==> config.mk <==
export PLATFORM = sky130hd
export DESIGN_NAME = json_key_value_extractor_top
export DESIGN_NICKNAME = d
export VERILOG_FILES = /design/src/rtl/jkve_pkg.sv /design/src/rtl/jkve_key_match.sv /design/src/rtl/jkve_result_fifo.sv /design/src/rtl/json_key_value_extractor_top.sv
export SDC_FILE = /design/constraint.sdc
export NUM_CORES = 1
export LEC_CHECK = 0
export BUFFER_PORTS_ARGS = -buffer_cell sky130_fd_sc_hd__clkbuf_2
export CORE_ASPECT_RATIO = 0.7
export CORE_UTILIZATION = 35
export DETAILED_ROUTE_END_ITERATION = 6
export GPL_ROUTABILITY_DRIVEN = 0
export PLACE_DENSITY_LB_ADDON = 0.15
export SYNTH_ARGS = -nofsm -noshare
export SYNTH_HDL_FRONTEND = slang
export SYNTH_SLANG_ARGS = --single-unit
==> constraint.sdc <==
create_clock -name clk -period 14.15 [get_ports clk]
set_input_delay 1.415 -clock clk [delete_from_list [all_inputs] [get_ports clk]]
set_output_delay 1.415 -clock clk [all_outputs]
set_load 0.01 [all_outputs]
==> src/rtl/jkve_pkg.sv <==
`timescale 1ns / 1ps

package jkve_pkg;

  // build defaults handed to the top level parameters
  localparam int KEY_BYTES_DEF = 16;
  localparam int MAX_DEPTH_DEF = 255;

  // key characters held in the two key registers
  localparam int KEY_REG_CHARS = 16;
  localparam int KEY_IDX_W     = 4;

  // result queue depth, a power of two of at least two
  localparam int RES_FIFO_DEPTH = 4;

  // input transaction codes
  localparam logic ACT_TEXT = 1'b0;
  localparam logic ACT_END  = 1'b1;

  // result kinds
  localparam logic KIND_BYTE   = 1'b0;
  localparam logic KIND_STATUS = 1'b1;

  // final status codes
  localparam logic [2:0] ST_OK         = 3'd0;
  localparam logic [2:0] ST_KEY_ABSENT = 3'd1;
  localparam logic [2:0] ST_WRONG_TYPE = 3'd2;
  localparam logic [2:0] ST_UNTERM     = 3'd3;
  localparam logic [2:0] ST_TOO_BIG    = 3'd4;
  localparam logic [2:0] ST_DEPTH_OVF  = 3'd5;

  // configuration register indexes
  localparam logic [2:0] REG_KEY_LOW  = 3'd0;
  localparam logic [2:0] REG_KEY_HIGH = 3'd1;
  localparam logic [2:0] REG_KEY_LEN  = 3'd2;
  localparam logic [2:0] REG_MODE     = 3'd3;
  localparam logic [2:0] REG_CAPACITY = 3'd4;

  // value modes
  localparam logic MODE_STRING = 1'b0;

  // characters
  localparam logic [7:0] CH_BACKSLASH = 8'h5C;
  localparam logic [7:0] CH_QUOTE     = 8'h22;
  localparam logic [7:0] CH_COLON     = 8'h3A;
  localparam logic [7:0] CH_LBRACE    = 8'h7B;
  localparam logic [7:0] CH_RBRACE    = 8'h7D;
  localparam logic [7:0] CH_LBRACKET  = 8'h5B;
  localparam logic [7:0] CH_RBRACKET  = 8'h5D;
  localparam logic [7:0] CH_N         = 8'h6E;
  localparam logic [7:0] CH_T         = 8'h74;
  localparam logic [7:0] CH_R         = 8'h72;
  localparam logic [7:0] CH_SPACE     = 8'h20;
  localparam logic [7:0] CH_TAB       = 8'h09;
  localparam logic [7:0] CH_LF        = 8'h0A;
  localparam logic [7:0] CH_CR        = 8'h0D;

  typedef struct packed {
    logic       action;
    logic [7:0] text_byte;
  } text_item_t;

  typedef struct packed {
    logic       kind;
    logic [7:0] value_byte;
    logic [2:0] status;
    logic       last;
  } result_item_t;

  // up to two results pushed per processed transaction
  typedef struct packed {
    logic [1:0]   count;
    result_item_t first;
    result_item_t second;
  } result_push_t;

  typedef enum logic [2:0] {
    PH_SEARCH,
    PH_AFTER_KEY,
    PH_AFTER_COLON,
    PH_STRING,
    PH_BLOCK,
    PH_DONE
  } phase_t;

  function automatic logic is_ws(input logic [7:0] c);
    return (c == CH_SPACE) || (c == CH_TAB) || (c == CH_LF) || (c == CH_CR);
  endfunction

  function automatic result_item_t byte_item(input logic [7:0] b);
    result_item_t r;
    r.kind       = KIND_BYTE;
    r.value_byte = b;
    r.status     = ST_OK;
    r.last       = 1'b0;
    return r;
  endfunction

  function automatic result_item_t status_item(input logic [2:0] st);
    result_item_t r;
    r.kind       = KIND_STATUS;
    r.value_byte = 8'h00;
    r.status     = st;
    r.last       = 1'b1;
    return r;
  endfunction

endpackage

==> src/rtl/jkve_key_match.sv <==
`timescale 1ns / 1ps

module jkve_key_match import jkve_pkg::*; #(
  parameter int KEY_BYTES = KEY_BYTES_DEF,
  localparam int WIN      = KEY_BYTES + 2,
  localparam int FILL_W   = $clog2(WIN + 1)
) (
  input  logic [8*WIN-1:0]         window,
  input  logic [FILL_W-1:0]        fill,
  input  logic [8*KEY_REG_CHARS-1:0] key_chars,
  input  logic [4:0]               key_length,
  output logic                     match
);

  logic [7:0] key_ch [KEY_REG_CHARS];

  // split the key registers into characters
  always_comb begin
    for (int i = 0; i < KEY_REG_CHARS; i++) begin
      key_ch[i] = key_chars[8*i +: 8];
    end
  end

  // window holds the newest byte at position 0, so the key reads backwards
  always_comb begin
    int         kidx;
    logic [7:0] kc;
    logic       ok;
    ok   = 1'b1;
    kidx = 0;
    kc   = 8'h00;
    if ((int'(key_length) > KEY_BYTES) || (int'(fill) < int'(key_length) + 2)) begin
      ok = 1'b0;
    end
    if (window[7:0] != CH_QUOTE) begin
      ok = 1'b0;
    end
    for (int p = 1; p < WIN; p++) begin
      if ((p == int'(key_length) + 1) && (window[8*p +: 8] != CH_QUOTE)) begin
        ok = 1'b0;
      end
      if (p <= int'(key_length)) begin
        kidx = int'(key_length) - p;
        if (kidx < KEY_REG_CHARS) begin
          kc = key_ch[kidx[KEY_IDX_W-1:0]];
        end else begin
          kc = 8'h00;
        end
        if (window[8*p +: 8] != kc) begin
          ok = 1'b0;
        end
      end
    end
    match = ok;
  end

endmodule

==> src/rtl/jkve_result_fifo.sv <==
`timescale 1ns / 1ps

module jkve_result_fifo import jkve_pkg::*; (
  input  logic         clk,
  input  logic         rst,
  input  result_push_t push,
  output logic         room,
  output logic         out_valid,
  input  logic         out_stall,
  output result_item_t out_item
);

  localparam int DEPTH = RES_FIFO_DEPTH;
  localparam int PTR_W = $clog2(DEPTH);
  localparam int CNT_W = $clog2(DEPTH + 1);

  result_item_t     mem [DEPTH];
  logic [PTR_W-1:0] wptr;
  logic [PTR_W-1:0] rptr;
  logic [CNT_W-1:0] count;
  logic [CNT_W-1:0] count_next;
  logic             pop;

  assign pop       = out_valid && !out_stall;
  assign out_valid = (count != '0);
  assign out_item  = mem[rptr];
  // space for a full pair of results
  assign room      = (count <= CNT_W'(DEPTH - 2));

  always_comb begin
    count_next = count + CNT_W'(push.count) - CNT_W'(pop);
  end

  // pointers and fill count
  always_ff @(posedge clk) begin
    if (rst) begin
      wptr  <= '0;
      rptr  <= '0;
      count <= '0;
    end else begin
      wptr  <= wptr + PTR_W'(push.count);
      rptr  <= rptr + PTR_W'(pop);
      count <= count_next;
    end
  end

  // result storage
  always_ff @(posedge clk) begin
    if (push.count != 2'd0) begin
      mem[wptr] <= push.first;
    end
    if (push.count == 2'd2) begin
      mem[wptr + PTR_W'(1)] <= push.second;
    end
  end

endmodule

==> src/rtl/json_key_value_extractor_top.sv <==
`timescale 1ns / 1ps

// Streaming JSON key/value extractor. Text enters one byte per transaction on the
// text channel; the block finds the first quoted key equal to the configured key
// that is followed by optional whitespace and a colon, then either emits the
// following string value with escapes decoded (value_mode 0) or copies the
// following balanced object or array verbatim (value_mode 1). Each extraction
// ends with one status result marked last; an end-of-text transaction closes the
// extraction and rearms the search. Throughput is one text byte per clock: each
// byte is held in the input register and is resolved in one pass of the
// window compare and value logic into a four-entry result queue, so the byte
// rate is limited only by how fast the result side drains (two results at most
// per byte, only on the closing bracket, on the byte that fills a string value
// to capacity, or on a pending escape at end of text).
// Results pass the input register and then the result queue. The user must write
// configuration while the block is idle (not enforced); it takes effect at once.

module json_key_value_extractor_top import jkve_pkg::*; #(
  parameter int KEY_BYTES = KEY_BYTES_DEF,
  parameter int MAX_DEPTH = MAX_DEPTH_DEF
) (
  input  logic         clk,
  input  logic         rst,
  // text channel
  input  logic         text_valid,
  output logic         text_stall,
  input  text_item_t   text_item,
  // result channel
  output logic         result_valid,
  input  logic         result_stall,
  output result_item_t result_item,
  // configuration write channel
  input  logic         cfg_valid,
  output logic         cfg_ready,
  input  logic [2:0]   cfg_index,
  input  logic [63:0]  cfg_data
);

  localparam int WIN     = KEY_BYTES + 2;
  localparam int FILL_W  = $clog2(WIN + 1);
  localparam int DEPTH_W = $clog2(MAX_DEPTH + 1);

  // configuration registers
  logic [63:0] key_low;
  logic [63:0] key_high;
  logic [4:0]  key_length;
  logic        value_mode;
  logic [15:0] capacity;

  // input register
  logic       in_full;
  text_item_t in_reg;
  logic       accept;
  logic       proc;
  logic       room;

  // search and value state
  logic [7:0]         recent [WIN];
  logic [7:0]         recent_next [WIN];
  logic [FILL_W-1:0]  fill;
  logic [FILL_W-1:0]  fill_next;
  logic [FILL_W-1:0]  fill_inc;
  phase_t             phase;
  phase_t             phase_next;
  logic               esc;
  logic               esc_next;
  logic               inq;
  logic               inq_next;
  logic [DEPTH_W-1:0] depth;
  logic [DEPTH_W-1:0] depth_next;
  logic [15:0]        emitted;
  logic [15:0]        emitted_next;
  logic               opener;
  logic               opener_next;

  // per byte decode
  logic [7:0]       c;
  logic             ws;
  logic [8*WIN-1:0] win_new;
  logic             match;
  logic             blk_full;
  logic             str_full;
  logic             cap_zero;
  logic             cap_le1;
  logic [7:0]       blk_open;
  logic [7:0]       blk_close;
  logic             depth_at_max;
  logic [7:0]       str_byte;
  result_push_t     push;

  assign cfg_ready = 1'b1;

  // configuration writes
  always_ff @(posedge clk) begin
    if (rst) begin
      key_low    <= '0;
      key_high   <= '0;
      key_length <= '0;
      value_mode <= MODE_STRING;
      capacity   <= 16'd256;
    end else if (cfg_valid && cfg_ready) begin
      unique case (cfg_index)
        REG_KEY_LOW:  key_low    <= cfg_data;
        REG_KEY_HIGH: key_high   <= cfg_data;
        REG_KEY_LEN:  key_length <= cfg_data[4:0];
        REG_MODE:     value_mode <= cfg_data[0];
        REG_CAPACITY: capacity   <= cfg_data[15:0];
        default: ;
      endcase
    end
  end

  // input register, refilled in the cycle it drains
  assign proc       = in_full && room;
  assign text_stall = in_full && !room;
  assign accept     = text_valid && !text_stall;

  always_ff @(posedge clk) begin
    if (rst) begin
      in_full <= 1'b0;
    end else if (accept) begin
      in_full <= 1'b1;
    end else if (proc) begin
      in_full <= 1'b0;
    end
  end

  always_ff @(posedge clk) begin
    if (accept) begin
      in_reg <= text_item;
    end
  end

  // shared decode of the byte under work
  assign c            = in_reg.text_byte;
  assign ws           = is_ws(c);
  assign fill_inc     = (int'(fill) < WIN) ? fill + FILL_W'(1) : fill;
  assign blk_full     = ({1'b0, emitted} + 17'd1) >= {1'b0, capacity};
  assign str_full     = ({1'b0, emitted} + 17'd2) >= {1'b0, capacity};
  assign cap_zero     = (capacity == 16'd0);
  assign cap_le1      = (capacity <= 16'd1);
  assign blk_open     = opener ? CH_LBRACKET : CH_LBRACE;
  assign blk_close    = opener ? CH_RBRACKET : CH_RBRACE;
  assign depth_at_max = (depth >= DEPTH_W'(MAX_DEPTH));

  // shifted window with the new byte at the front
  always_comb begin
    win_new[7:0] = c;
    for (int k = 1; k < WIN; k++) begin
      win_new[8*k +: 8] = recent[k-1];
    end
  end

  jkve_key_match #(
    .KEY_BYTES (KEY_BYTES)
  ) u_key_match (
    .window     (win_new),
    .fill       (fill_inc),
    .key_chars  ({key_high, key_low}),
    .key_length (key_length),
    .match      (match)
  );

  // escape decode in string values
  always_comb begin
    str_byte = c;
    if (esc) begin
      if (c == CH_N) begin
        str_byte = CH_LF;
      end else if (c == CH_T) begin
        str_byte = CH_TAB;
      end else if (c == CH_R) begin
        str_byte = CH_CR;
      end
    end
  end

  // next state
  always_comb begin
    recent_next  = recent;
    fill_next    = fill;
    phase_next   = phase;
    esc_next     = esc;
    inq_next     = inq;
    depth_next   = depth;
    emitted_next = emitted;
    opener_next  = opener;
    if (proc) begin
      if (in_reg.action == ACT_END) begin
        for (int k = 0; k < WIN; k++) begin
          recent_next[k] = 8'h00;
        end
        fill_next    = '0;
        phase_next   = PH_SEARCH;
        esc_next     = 1'b0;
        inq_next     = 1'b0;
        depth_next   = '0;
        emitted_next = '0;
        opener_next  = 1'b0;
      end else begin
        unique case (phase)
          PH_SEARCH, PH_AFTER_KEY: begin
            for (int k = 0; k < WIN; k++) begin
              recent_next[k] = win_new[8*k +: 8];
            end
            fill_next = fill_inc;
            if ((phase == PH_AFTER_KEY) && ws) begin
              phase_next = PH_AFTER_KEY;
            end else if ((phase == PH_AFTER_KEY) && (c == CH_COLON)) begin
              phase_next = PH_AFTER_COLON;
            end else if (match) begin
              phase_next = PH_AFTER_KEY;
              fill_next  = '0;
            end else begin
              phase_next = PH_SEARCH;
            end
          end
          PH_AFTER_COLON: begin
            if (!ws) begin
              if (cap_zero) begin
                phase_next = PH_DONE;
              end else if (value_mode == MODE_STRING) begin
                if ((c != CH_QUOTE) || cap_le1) begin
                  phase_next = PH_DONE;
                end else begin
                  phase_next = PH_STRING;
                end
              end else if ((c != CH_LBRACE) && (c != CH_LBRACKET)) begin
                phase_next = PH_DONE;
              end else begin
                opener_next = (c == CH_LBRACKET);
                if (cap_le1) begin
                  phase_next = PH_DONE;
                end else begin
                  phase_next   = PH_BLOCK;
                  depth_next   = DEPTH_W'(1);
                  emitted_next = 16'd1;
                end
              end
            end
          end
          PH_STRING: begin
            if (esc) begin
              esc_next     = 1'b0;
              emitted_next = emitted + 16'd1;
              if (str_full) begin
                phase_next = PH_DONE;
              end
            end else if (c == CH_BACKSLASH) begin
              esc_next = 1'b1;
            end else if (c == CH_QUOTE) begin
              phase_next = PH_DONE;
            end else begin
              emitted_next = emitted + 16'd1;
              if (str_full) begin
                phase_next = PH_DONE;
              end
            end
          end
          PH_BLOCK: begin
            if (blk_full) begin
              phase_next = PH_DONE;
            end else if (esc) begin
              esc_next     = 1'b0;
              emitted_next = emitted + 16'd1;
            end else if (inq) begin
              if (c == CH_BACKSLASH) begin
                esc_next = 1'b1;
              end else if (c == CH_QUOTE) begin
                inq_next = 1'b0;
              end
              emitted_next = emitted + 16'd1;
            end else if (c == CH_QUOTE) begin
              inq_next     = 1'b1;
              emitted_next = emitted + 16'd1;
            end else if (c == blk_open) begin
              if (depth_at_max) begin
                phase_next = PH_DONE;
              end else begin
                depth_next   = depth + DEPTH_W'(1);
                emitted_next = emitted + 16'd1;
              end
            end else if (c == blk_close) begin
              depth_next   = depth - DEPTH_W'(1);
              emitted_next = emitted + 16'd1;
              if (depth == DEPTH_W'(1)) begin
                phase_next = PH_DONE;
              end
            end else begin
              emitted_next = emitted + 16'd1;
            end
          end
          PH_DONE: ;
          default: ;
        endcase
      end
    end
  end

  // results of the byte under work
  always_comb begin
    push.count  = 2'd0;
    push.first  = status_item(ST_OK);
    push.second = status_item(ST_OK);
    if (proc) begin
      if (in_reg.action == ACT_END) begin
        unique case (phase)
          PH_SEARCH, PH_AFTER_KEY: begin
            push.count = 2'd1;
            push.first = status_item(ST_KEY_ABSENT);
          end
          PH_AFTER_COLON: begin
            push.count = 2'd1;
            push.first = status_item(ST_WRONG_TYPE);
          end
          PH_STRING: begin
            if (esc) begin
              push.count  = 2'd2;
              push.first  = byte_item(CH_BACKSLASH);
              push.second = status_item(ST_OK);
            end else begin
              push.count = 2'd1;
              push.first = status_item(ST_OK);
            end
          end
          PH_BLOCK: begin
            push.count = 2'd1;
            push.first = status_item(ST_UNTERM);
          end
          PH_DONE: ;
          default: ;
        endcase
      end else begin
        unique case (phase)
          PH_SEARCH, PH_AFTER_KEY: ;
          PH_AFTER_COLON: begin
            if (!ws) begin
              push.count = 2'd1;
              if (cap_zero) begin
                push.first = status_item(ST_TOO_BIG);
              end else if (value_mode == MODE_STRING) begin
                if (c != CH_QUOTE) begin
                  push.first = status_item(ST_WRONG_TYPE);
                end else if (cap_le1) begin
                  push.first = status_item(ST_OK);
                end else begin
                  push.count = 2'd0;
                end
              end else if ((c != CH_LBRACE) && (c != CH_LBRACKET)) begin
                push.first = status_item(ST_WRONG_TYPE);
              end else if (cap_le1) begin
                push.first = status_item(ST_TOO_BIG);
              end else begin
                push.first = byte_item(c);
              end
            end
          end
          PH_STRING: begin
            if (esc || ((c != CH_BACKSLASH) && (c != CH_QUOTE))) begin
              push.first = byte_item(str_byte);
              if (str_full) begin
                push.count  = 2'd2;
                push.second = status_item(ST_OK);
              end else begin
                push.count = 2'd1;
              end
            end else if (c == CH_QUOTE) begin
              push.count = 2'd1;
              push.first = status_item(ST_OK);
            end
          end
          PH_BLOCK: begin
            push.count = 2'd1;
            push.first = byte_item(c);
            if (blk_full) begin
              push.first = status_item(ST_TOO_BIG);
            end else if (!esc && !inq && (c == blk_open) && depth_at_max) begin
              push.first = status_item(ST_DEPTH_OVF);
            end else if (!esc && !inq && (c == blk_close) && (depth == DEPTH_W'(1))) begin
              push.count  = 2'd2;
              push.second = status_item(ST_OK);
            end
          end
          PH_DONE: ;
          default: ;
        endcase
      end
    end
  end

  // state registers
  always_ff @(posedge clk) begin
    if (rst) begin
      for (int k = 0; k < WIN; k++) begin
        recent[k] <= 8'h00;
      end
      fill    <= '0;
      phase   <= PH_SEARCH;
      esc     <= 1'b0;
      inq     <= 1'b0;
      depth   <= '0;
      emitted <= '0;
      opener  <= 1'b0;
    end else begin
      recent  <= recent_next;
      fill    <= fill_next;
      phase   <= phase_next;
      esc     <= esc_next;
      inq     <= inq_next;
      depth   <= depth_next;
      emitted <= emitted_next;
      opener  <= opener_next;
    end
  end

  jkve_result_fifo u_result_fifo (
    .clk       (clk),
    .rst       (rst),
    .push      (push),
    .room      (room),
    .out_valid (result_valid),
    .out_stall (result_stall),
    .out_item  (result_item)
  );

  // end of text always rearms the search
  assert property (@(posedge clk) disable iff (rst)
    proc && (in_reg.action == ACT_END) |=> (phase == PH_SEARCH) && (fill == '0))
    else $error("search not rearmed after end of text");

  // a finished extraction ignores further text
  assert property (@(posedge clk) disable iff (rst)
    proc && (phase == PH_DONE) && (in_reg.action == ACT_TEXT) |-> (push.count == 2'd0))
    else $error("result pushed after final status");

  // nesting is only tracked while a block is open or after the extraction has ended
  assert property (@(posedge clk) disable iff (rst)
    (phase != PH_BLOCK) && (phase != PH_DONE) |-> (depth == '0))
    else $error("nesting depth outside a block");

  // every pushed status result closes the extraction
  assert property (@(posedge clk) disable iff (rst)
    (push.count != 2'd0) && (push.first.kind == KIND_STATUS) |=> (phase == PH_DONE)
      || (phase == PH_SEARCH))
    else $error("status pushed without ending the extraction");

endmodule
### Word-level counts from Yosys, hierarchy flattened

Memories as Yosys holds them, arrays and structs flattened. A register that Yosys moved wholly into a read port is not among the register bits.
Index checks and enable logic that the tools add are counted.

| word-level totals | value |
|---|---|
| flip-flop bits (word level) | 338 |
| RAM bits | 52 |
| logic and storage cells | 569 |
| memories kept | 1 |

Memory list:

| name | depth | width | rd ports | clocked after memory_dff | wr ports | line | RTL |
|---|---|---|---|---|---|---|---|
| u_result_fifo.mem | 4 | 13 | 1 | 1 | 2 | jkve_result_fifo.sv:17 | `result_item_t mem [DEPTH];` |

| operators by class | value |
|---|---|
| $add $sub $neg | 30 |
| $lt $le $gt $ge | 59 |
| equality and inequality tests | 103 |
| muxes and demuxes | 256 |
| bitwise gates (word level) | 17 |
| reductions and logical operators | 68 |

Operators with widths:

| cell | number |
|---|---|
| 8-bit two-way mux | 85 |
| 8-bit binary-select mux with 4-bit select | 17 |
| 32-bit by 6-bit less-than comparator with 1-bit output, second input constant | 17 |
| 144-bit two-way mux | 2 |
| 5-bit by 32-bit == test with 1-bit output, first input constant | 8 |
| 16-bit two-way mux | 15 |
| 8-bit by 6-bit != test with 1-bit output, second input constant | 18 |
| 8-bit != test | 17 |
| 4-bit by 32-bit == test with 1-bit output, first input constant | 4 |
| 5-bit >= comparator, second input constant | 17 |
| 4-bit NOT with 5-bit output | 17 |
| 1-bit two-way mux | 83 |
| 13-bit two-way mux | 6 |
| 3-bit by 32-bit == test with 1-bit output, first input constant | 2 |
| 6-bit by 32-bit == test with 1-bit output, first input constant | 2 |
| 15-bit one-hot mux with 4 select lines | 1 |
| 28-bit two-way mux | 2 |
| 3-bit two-way mux | 18 |
| 16-bit one-hot mux with 3 select lines | 1 |
| 5-bit by 4-bit subtractor with 6-bit output, second input constant | 8 |
| 15-bit two-way mux | 3 |
| 15-bit one-hot mux with 3 select lines | 1 |
| 8-bit by 7-bit == test with 1-bit output, second input constant | 5 |
| 4-bit by 5-bit <= comparator with 1-bit output, first input constant | 8 |
| 67 further kinds | 176 |

### Logic depth before layout (Yosys ltp)

Gate-level depths: netlist of the first run.

| depth | value |
|---|---|
| depth in word-level cells | 63 |
| depth in mapped cells | 23 |
| gate-level depth less buffers | 23 |

### Hierarchy

Synthesis of the first run repeated with hierarchy kept, for this count alone.

| unflattened totals | value |
|---|---|
| cells, all modules | 3091 |
| area total of the unflattened synthesis | 27811.7 um^2 |

By module, submodules not included:

| module | times used | cells each | area each (um^2) | sequential area each (um^2) |
|---|---|---|---|---|
| json_key_value_extractor_top | 1 | 1673 | 13938.4 | 6716.4 |
| jkve_key_match | 1 | 1244 | 10870.4 | 0.0 |
| jkve_result_fifo | 1 | 174 | 3002.9 | 1701.6 |

### Worst setup path after synthesis of the first run

Ideal clock, no wire load.

| timing path | value |
|---|---|
| path type | register to register |
| start | register emitted[0] |
| end | register u_result_fifo.count[2] |
| arrival time | 4.727 ns |
| required time | 14.022 ns |
| setup slack | 9.296 ns |
| cell stages (with the launch flop) | 22 |
| cells stage by stage | dfxtp_1 > ha_1 > nand3_1 > nor2_1 > and3_1 > and3_1 > xor2_1 > ha_1 > a21o_1 > a21o_1 > a21o_1 > a21o_1 > a21o_1 > a21oi_1 > nand2_1 > o41ai_1 > nor2_1 > ha_1 > fa_1 > xnor2_1 > xnor2_1 > nor2_1 |

| on the way | value |
|---|---|
| longest elaborated chain between the ends | 9 |

RTL lines:

| element | line | RTL |
|---|---|---|
| start: declaration | json_key_value_extractor_top.sv:71 | `logic [15:0] emitted;` |
| start signal: assignment | json_key_value_extractor_top.sv:411 | `emitted <= emitted_next;` |
| 16-bit by 2-bit adder with 17-bit output | json_key_value_extractor_top.sv:139 | `assign str_full = ({1'b0, emitted} + 17'd2) >= {1'b0, capacity};` |
| 17-bit by 16-bit >= comparator with 1-bit output | json_key_value_extractor_top.sv:139 |  |
| 2-bit two-way mux | json_key_value_extractor_top.sv:361 | `if (str_full) begin` |
| 15-bit two-way mux | json_key_value_extractor_top.sv:359 | `if (esc \|\| ((c != CH_BACKSLASH) && (c != CH_QUOTE))) begin` |
| 15-bit one-hot mux with 3 select lines (*) | json_key_value_extractor_top.sv:334 | `unique case (phase)` |
| 28-bit two-way mux (*) | json_key_value_extractor_top.sv:306 | `if (in_reg.action == ACT_END) begin` |
| 28-bit two-way mux (*) | json_key_value_extractor_top.sv:305 | `if (proc) begin` |
| 3-bit by 2-bit adder with 3-bit output (*) | jkve_result_fifo.sv:31 | `count_next = count + CNT_W'(push.count) - CNT_W'(pop);` |
| 3-bit by 1-bit subtractor with 3-bit output (*) | jkve_result_fifo.sv:31 |  |
| end signal: assignment | jkve_result_fifo.sv:43 | `count <= count_next;` |
| end: declaration | jkve_result_fifo.sv:20 | `logic [CNT_W-1:0] count;` |

Every way passes the cells marked *; elsewhere a longest branch is shown, timed or not.
A chain may end at the register's enable or synchronous reset.

==> results of run 1 <==
## layer usage
layer	global-route usage [%]	vias up
li1	-	12100
met1	43.7	13100
met2	36.1	1470
met3	11.8	190
met4	6.14	4
met5	0	-
## through the flow
stage	hold slack, ps	worst slack [ps]	area (um2)	std cells
finish	455	8120	30800	4355
global route	470	7670	30800	4354
CTS	457	8170	30800	4354
detailed placement	443	8220	29400	4280
global placement	440	8340	29400	4280
floorplan	432	9300	28300	3319
## path summary, 6_finish.rpt
check	startpoint	endpoint	slack, ps	depth (start not counted)
max	emitted[0]	u_result_fifo.mem[2][0]	8120	19
min reg2reg	u_result_fifo.mem[2][5]	u_result_fifo.mem[2][5]	450	2
min	u_result_fifo.mem[2][5]	u_result_fifo.mem[2][5]	450	2
max reg2reg	emitted[0]	u_result_fifo.mem[2][0]	8120	19
## cell usage in the layout, fill, tap and decap left out, types with 23 or more instances in the layout
cell type and count:
a211oi_1 24, or3_1 26, or3b_2 25, nand3_1 42
inv_1 56, and3_1 139, xnor2_1 78, a22o_1 37
mux4_2 135, nor4_1 31, buf_4 47, nor4b_1 26
xor2_1 55, nand2_1 458, o21ai_0 68, o21bai_1 23
dfxtp_1 373, or2_2 24, clkbuf_2 94, mux2i_1 227
mux2_2 80, nor3_1 70, o22ai_1 102, nand4_1 36
a21oi_1 343, nor2_1 233, clkbuf_16 44, ha_1 67
nand2b_1 25
## power breakdown
group / internal, mW / leakage, nW / switching (mW)
Sequential: 1.12 / 3.13 / 0.0529
Combinational: 0.163 / 7.45 / 0.295
Clock: 0.639 / 0.671 / 0.504
Total: 1.92 / 11.3 / 0.852
## area by class of cell
cell class                      count  area, um2  area share [%]
Tap cell                         1056       1320            4.29
Sequential cell                   386       7830            25.4
Antenna cell                        1       2.50         0.00813
Timing Repair Buffer              142        838            2.72
Clock inverter                     17        166           0.540
Clock buffer                       57       1210            3.93
Multi-Input combinational cell   2636      19200            62.4
Inverter                           60        225           0.731
## worst reg2reg max path, stage by stage (launching register included)
cell     delay [ps]
dfxtp_1         560
ha_1            310
nand3_1         200
nor2_1          290
and3_1          240
and3_1          190
xor2_1          200
ha_1            280
a21o_1          180
a21o_1          160
a21o_1          200
a21o_1          180
a21o_1          170
a21oi_1         360
nand2_1         240
o41ai_1         780
o21ai_1         530
o21ai_1         210
buf_4           290
mux2_2          370
## cell families (layout without fill, tap and decap cells)
family / count (synthesis) / after routing / share of synthesized area, %
simple gates: 1230 / 1230 / 21.5
compound gates: 753 / 753 / 16.3
mux: 442 / 442 / 21.9
flops: 386 / 386 / 27.6
buf+inv: 297 / 276 / 4.84
xor+xnor: 140 / 140 / 4.64
fa+ha+maj: 70 / 70 / 3.12
other cells: 1 / 2 / 0.0132
==> reports/qor.yml, run 1 <==
run_status:
  outcome: "finished clean"
logic_synthesis:
  synth_edf_count: 9
  synth_ff_type: "dfxtp_1"
  syn_avg_cell_area_um2: 8.53
  synth_top_area_share_pct: 26.7
  synth.top_cells.by_area: "dfxtp_1 27%, mux4_2 11%, mux2i_1 8.0%, nand2_1 6.1%, a21oi_1 6.1%"
  syn_area_mm2: 0.0283
  yosys.area.top_type: "dfxtp_1"
  synth_seq_cells: 386
  synth_most_common_cell: "nand2_1"
  ys_seq_area_share_pct: 27.6
  yosys-top-cells-count: "459 x nand2_1, 377 x dfxtp_1, 344 x a21oi_1"
  ys_warn_count: 0
  async_reset_ff_share_pct: 0
  syn-num-nets: 3470
  ys_types: 95
  syn_inst: 3319
routing:
  routed-via-count: 26900
  routed_wl_mm: 120
  met1_length_mm: 56.7
  via_per_inst: 6.18
  drt_iter0_drc: 3673
  detail-route-antenna-nets: 0
  drc: 0
  avgRoutedWirePerCell_um: 27.5
  wl_met3_mm: 16.7
  highest_layer: "met5"
  wl_met2_mm: 43.9
  dr.pass1.iters: 6
critical_path:
  required_ps: 14650
  critPathMaxFanout: 15
  crit_buf_inv: 1
  setup.worst_path.end_class: "flop"
  slowest_delay_ps: 780
  crit_top_cell: "a21o_1"
  slowest_stage: "o41ai_1"
  crit_family: "compound AO/OA/AOI/OAI gates"
  path_class: "reg -> reg"
  crit_chain: "ha_1 > nand3_1 > nor2_1 > and3_1 > and3_1 > xor2_1 > ha_1 > a21o_1 > a21o_1 > a21o_1 > a21o_1 > a21o_1 > a21oi_1 > nand2_1 > o41ai_1 > o21ai_1 > o21ai_1 > buf_4 > mux2_2"
  cp.arrival_ps: 6530
  start_kind: "flop"
final_layout:
  drive_gt1_share_pct: 15.6
  num-nets-final: 3419
  fill_cells: 8219
  largestRegisters: "recent x136, key_high x64, key_low x64"
  top_register: "recent"
  largest_reg_flops: 136
  final_util_pct: 38.8
  syn2layout_area_growth_pct: 8.79
timing:
  worstMarginPinSlew_ps: 1280
  fin_crit_ps: 6030
  skew_ps: 43.5
  post-route-period-util_pct: 42.6
  relSlewSlack_pct: 14.6
  finalHoldViolCount: 0
  tns_ps: 0
  rsz0062_at_grt: "false"
  setup_viol: 0
  max_freq_ghz: 0.166
  slew_viol_final: 0
pwr:
  p_total_mw: 2.77
  p_leak_nw: 11.3
  power.density_mw_per_mm2: 90.1
  vdd_drop_max_v: 0.0000790
global_routing:
  grt_max_degree: 100
  antenna_found_initial: 4
  gr-usage-all-layers_pct: 28.7
  gr-total-overflow: 0
  grt_pass1_wl_mm: 174
  grt_pass1_vias: 24100
place:
  dp_hpwl_mm: 89.6
  numPortBuffers: 95
floorplan:
  dieArea_mm2: 0.0820
  chipHeight_um: 240
  dieWidth_um: 342
  start_util_pct: 35.6
  rows: 86
  io_pins: 97
  core_mm2: 0.0794
cts:
  cts_hold_buf: 0
  htree_num_levels: 2
  cts_buffers: 42
  clkSinkCount: 386
  cts.path.max_buffers: 3
  clockRootBuffer: "clkbuf_16"
  postCtsSetupBuffers: 0
  clk_latency_ps: 620
  cts_tree: "built"
  clkTransAtPathRegs_ps: 70
  cts-resized-gates: 0
hold_path:
  hold_path.class: "reg -> reg"
flow_run:
  cap_viol_max_count: 0
No activity file was read; power rests on OpenSTA's default activity.
==> run 2: changes to the inputs <==
clock period = 5.4 ns   (was 14.15 ns; I/O delays follow)
==> reports/qor.yml, run 2 (synthesis results as in run 1) <==
routing:
  detail-route-antenna-nets: 0  # unchanged
  met1_length_mm: 56.0  # was 56.7 mm
  dr.pass1.iters: 5  # was 6
  routed-via-count: 26900  # about the same
  wl_met2_mm: 43.2  # was 43.9 mm
  routed_wl_mm: 118  # was 120 mm
  avgRoutedWirePerCell_um: 27.0  # was 27.5 um
  drt_iter0_drc: 3241  # was 3673
  highest_layer: "met5"  # unchanged
  wl_met3_mm: 17.4  # was 16.7 mm
  drc: 0  # unchanged
  via_per_inst: 6.13  # was 6.18
final_layout:
  drive_gt1_share_pct: 16.5  # was 15.6%
  multi_input_area_mm2: 0.0192  # about the same
  final_cell_mix: "457 x nand2_1, 372 x dfxtp_1, 342 x a21oi_1"  # was 458 x nand2_1, 373 x dfxtp_1, 343 x a21oi_1
  final_common_cell: "nand2_1"  # unchanged
  top_register: "recent"  # unchanged
  regArea_mm2: 0.00783  # about the same
  final_cells: 4389  # was 4355
  final_area_mm2: 0.0312  # was 0.0308 mm2
  syn2layout_area_growth_pct: 10.1  # was 8.79%
  largest_reg_flops: 136  # unchanged
  fill_cells: 8145  # was 8219
  num-nets-final: 3452  # was 3419
  largestRegisters: "recent x136, key_high x64, key_low x64"  # unchanged
hold_path:
  min_from: "text_item[2]"  # was u_result_fifo.mem[2][5]
  hold_path.class: "in -> reg"  # was reg -> reg
  worstHoldEndpoint: "c[2]"  # was u_result_fifo.mem[2][5]
  hold_path_depth: 1  # was 2
global_routing:
  grt_pass1_vias: 23800  # was 24100
  grt_max_degree: 164  # was 100
  grt_pass1_wl_mm: 171  # was 174 mm
  antenna_found_initial: 5  # was 4
  gr-usage-all-layers_pct: 28.2  # was 28.7%
  gr-total-overflow: 0  # unchanged
critical_path:
  start_kind: "flop"  # unchanged
  r2r_start: "emitted[1]"  # was emitted[0]
  reg2reg_setup_slack_ps: 410  # was 8120 ps
  slowest_delay_ps: 440  # was 780 ps
  crit_top_cell: "a21o_1"  # unchanged
  setup.worst_path.end_class: "flop"  # unchanged
  crit_chain: "ha_1 > and3_1 > and3_1 > and3_2 > nand2_1 > nor2_1 > xor2_1 > ha_1 > a21o_1 > a21o_1 > a21o_1 > a21o_1 > a21oi_2 > nand2_2 > o41ai_2 > buf_4 > nor2_1 > ha_1 > fa_1 > xnor2_1 > xnor2_1 > nor2_1"  # was ha_1 > nand3_1 > nor2_1 > and3_1 > and3_1 > xor2_1 > ha_1 > a21o_1 > a21o_1 > a21o_1 > a21o_1 > a21o_1 > a21oi_1 > nand2_1 > o41ai_1 > o21ai_1 > o21ai_1 > buf_4 > mux2_2
  path_class: "reg -> reg"  # unchanged
  required_ps: 5890  # was 14650 ps
  critPathMaxFanout: 5  # was 15
  r2r_cells: 22  # was 19
  crit_buf_inv: 1  # unchanged
  crit_family: "simple AND/OR/NAND/NOR gates"  # was compound AO/OA/AOI/OAI gates
  slowest_stage: "fa_1"  # was o41ai_1
  timing.rr.end: "u_result_fifo.count[2]"  # was u_result_fifo.mem[2][0]
  cp.arrival_ps: 5480  # was 6530 ps
cts:
  cts_hold_buf: 0  # unchanged
  clk_latency_ps: 610  # was 620 ps
  cts-resized-gates: 0  # unchanged
  clockRootBuffer: "clkbuf_16"  # unchanged
  postCtsSetupBuffers: 0  # unchanged
  cts_tree: "built"  # unchanged
  htree_num_levels: 2  # unchanged
  clkTransAtPathRegs_ps: 70  # about the same
  cts.path.max_buffers: 3  # unchanged
  cts_buffers: 43  # was 42
  clkSinkCount: 386  # unchanged
timing:
  finalHoldViolCount: 0  # unchanged
  max_freq_ghz: 0.200  # was 0.166 GHz
  post-route-period-util_pct: 92.4  # was 42.6%
  slew_viol_final: 0  # unchanged
  rsz0062_at_grt: "false"  # unchanged
  hold_slack_ps: 121  # was 455 ps
  relSlewSlack_pct: 13.5  # was 14.6%
  fin_crit_ps: 4990  # was 6030 ps
  worstMarginPinSlew_ps: 1280  # about the same
  setup_viol: 0  # unchanged
  tns_ps: 0  # unchanged
  skew_ps: 29.0  # was 43.5 ps
pwr:
  p_leak_nw: 11.4  # was 11.3 nW
  power.density_mw_per_mm2: 233  # was 90.1 mW/mm2
  vdd_drop_max_v: 0.000192  # was 0.0000790 V
run_status:
  outcome: "finished clean"  # unchanged
place:
  placedCellCount: 4312  # was 4280
  numPortBuffers: 95  # unchanged
  placed_cell_area_mm2: 0.0298  # was 0.0294 mm2
  dp_hpwl_mm: 90.1  # was 89.6 mm
floorplan:
  core_mm2: 0.0794  # unchanged
  dieWidth_um: 342  # unchanged
  chipHeight_um: 240  # unchanged
  start_util_pct: 35.6  # unchanged
  io_pins: 97  # unchanged
  rows: 86  # unchanged
  dieArea_mm2: 0.0820  # unchanged
flow_run:
  cap_viol_max_count: 0  # unchanged
run 2: cell types whose count changed in the layout (fill, tap and decap cells not counted), moves of 2 or more:
cell      change
clkinv_1      -2
clkbuf_8      -2
clkbuf_1      +5
buf_4        +23
inv_6         +2
buf_12        +9
run 2: how the worst max path moves through the flow:
stage / startpoint / endpoint / slack, ps / cells past startpoint
after detailed placement: emitted[2] / u_result_fifo.count[2] / 160 / 22
after global placement: emitted[2] / u_result_fifo.count[2] / 280 / 22
after CTS: emitted[2] / u_result_fifo.count[2] / 140 / 22
final: emitted[1] / u_result_fifo.count[2] / 410 / 22
after global routing: emitted[1] / u_result_fifo.count[2] / 40 / 22
after floorplan: emitted[0] / u_result_fifo.count[2] / 550 / 21
run 2: metal layers:
metal	vias up	track usage, %
li1	12200	-
met1	13300	42.9
met2	1288	35.1
met3	124	13.3
met4	6	4.62
met5	-	0
run 2: area by class of cell:
cell class | instances | share of cell area [%]
multi-input cells | 2636 | 61.7
flip-flops and latches | 386 | 25.1
well taps | 1056 | 4.24
repair buffers | 174 | 3.82
clock buffers | 59 | 3.77
inverters | 60 | 0.723
clock inverters | 17 | 0.626
diodes | 1 | 0.00803
run 2: where the power goes:
part | total [mW] | switching (mW) | internal (mW)
Clock | 2.94 | 1.31 | 1.64
Sequential | 3.08 | 0.140 | 2.94
Combinational | 1.24 | 0.788 | 0.450
run 2: through the flow:
stage / total power, mW / worst slack (ps) / util (%)
floorplan: 3.90 / 546 / -
global route: 7.56 / 44.5 / 39.2
detailed placement: 4.35 / 164 / 37.5
finish: 7.26 / 411 / 39.2
CTS: 7.31 / 138 / 39.2
global placement: 4.35 / 281 / 37.5
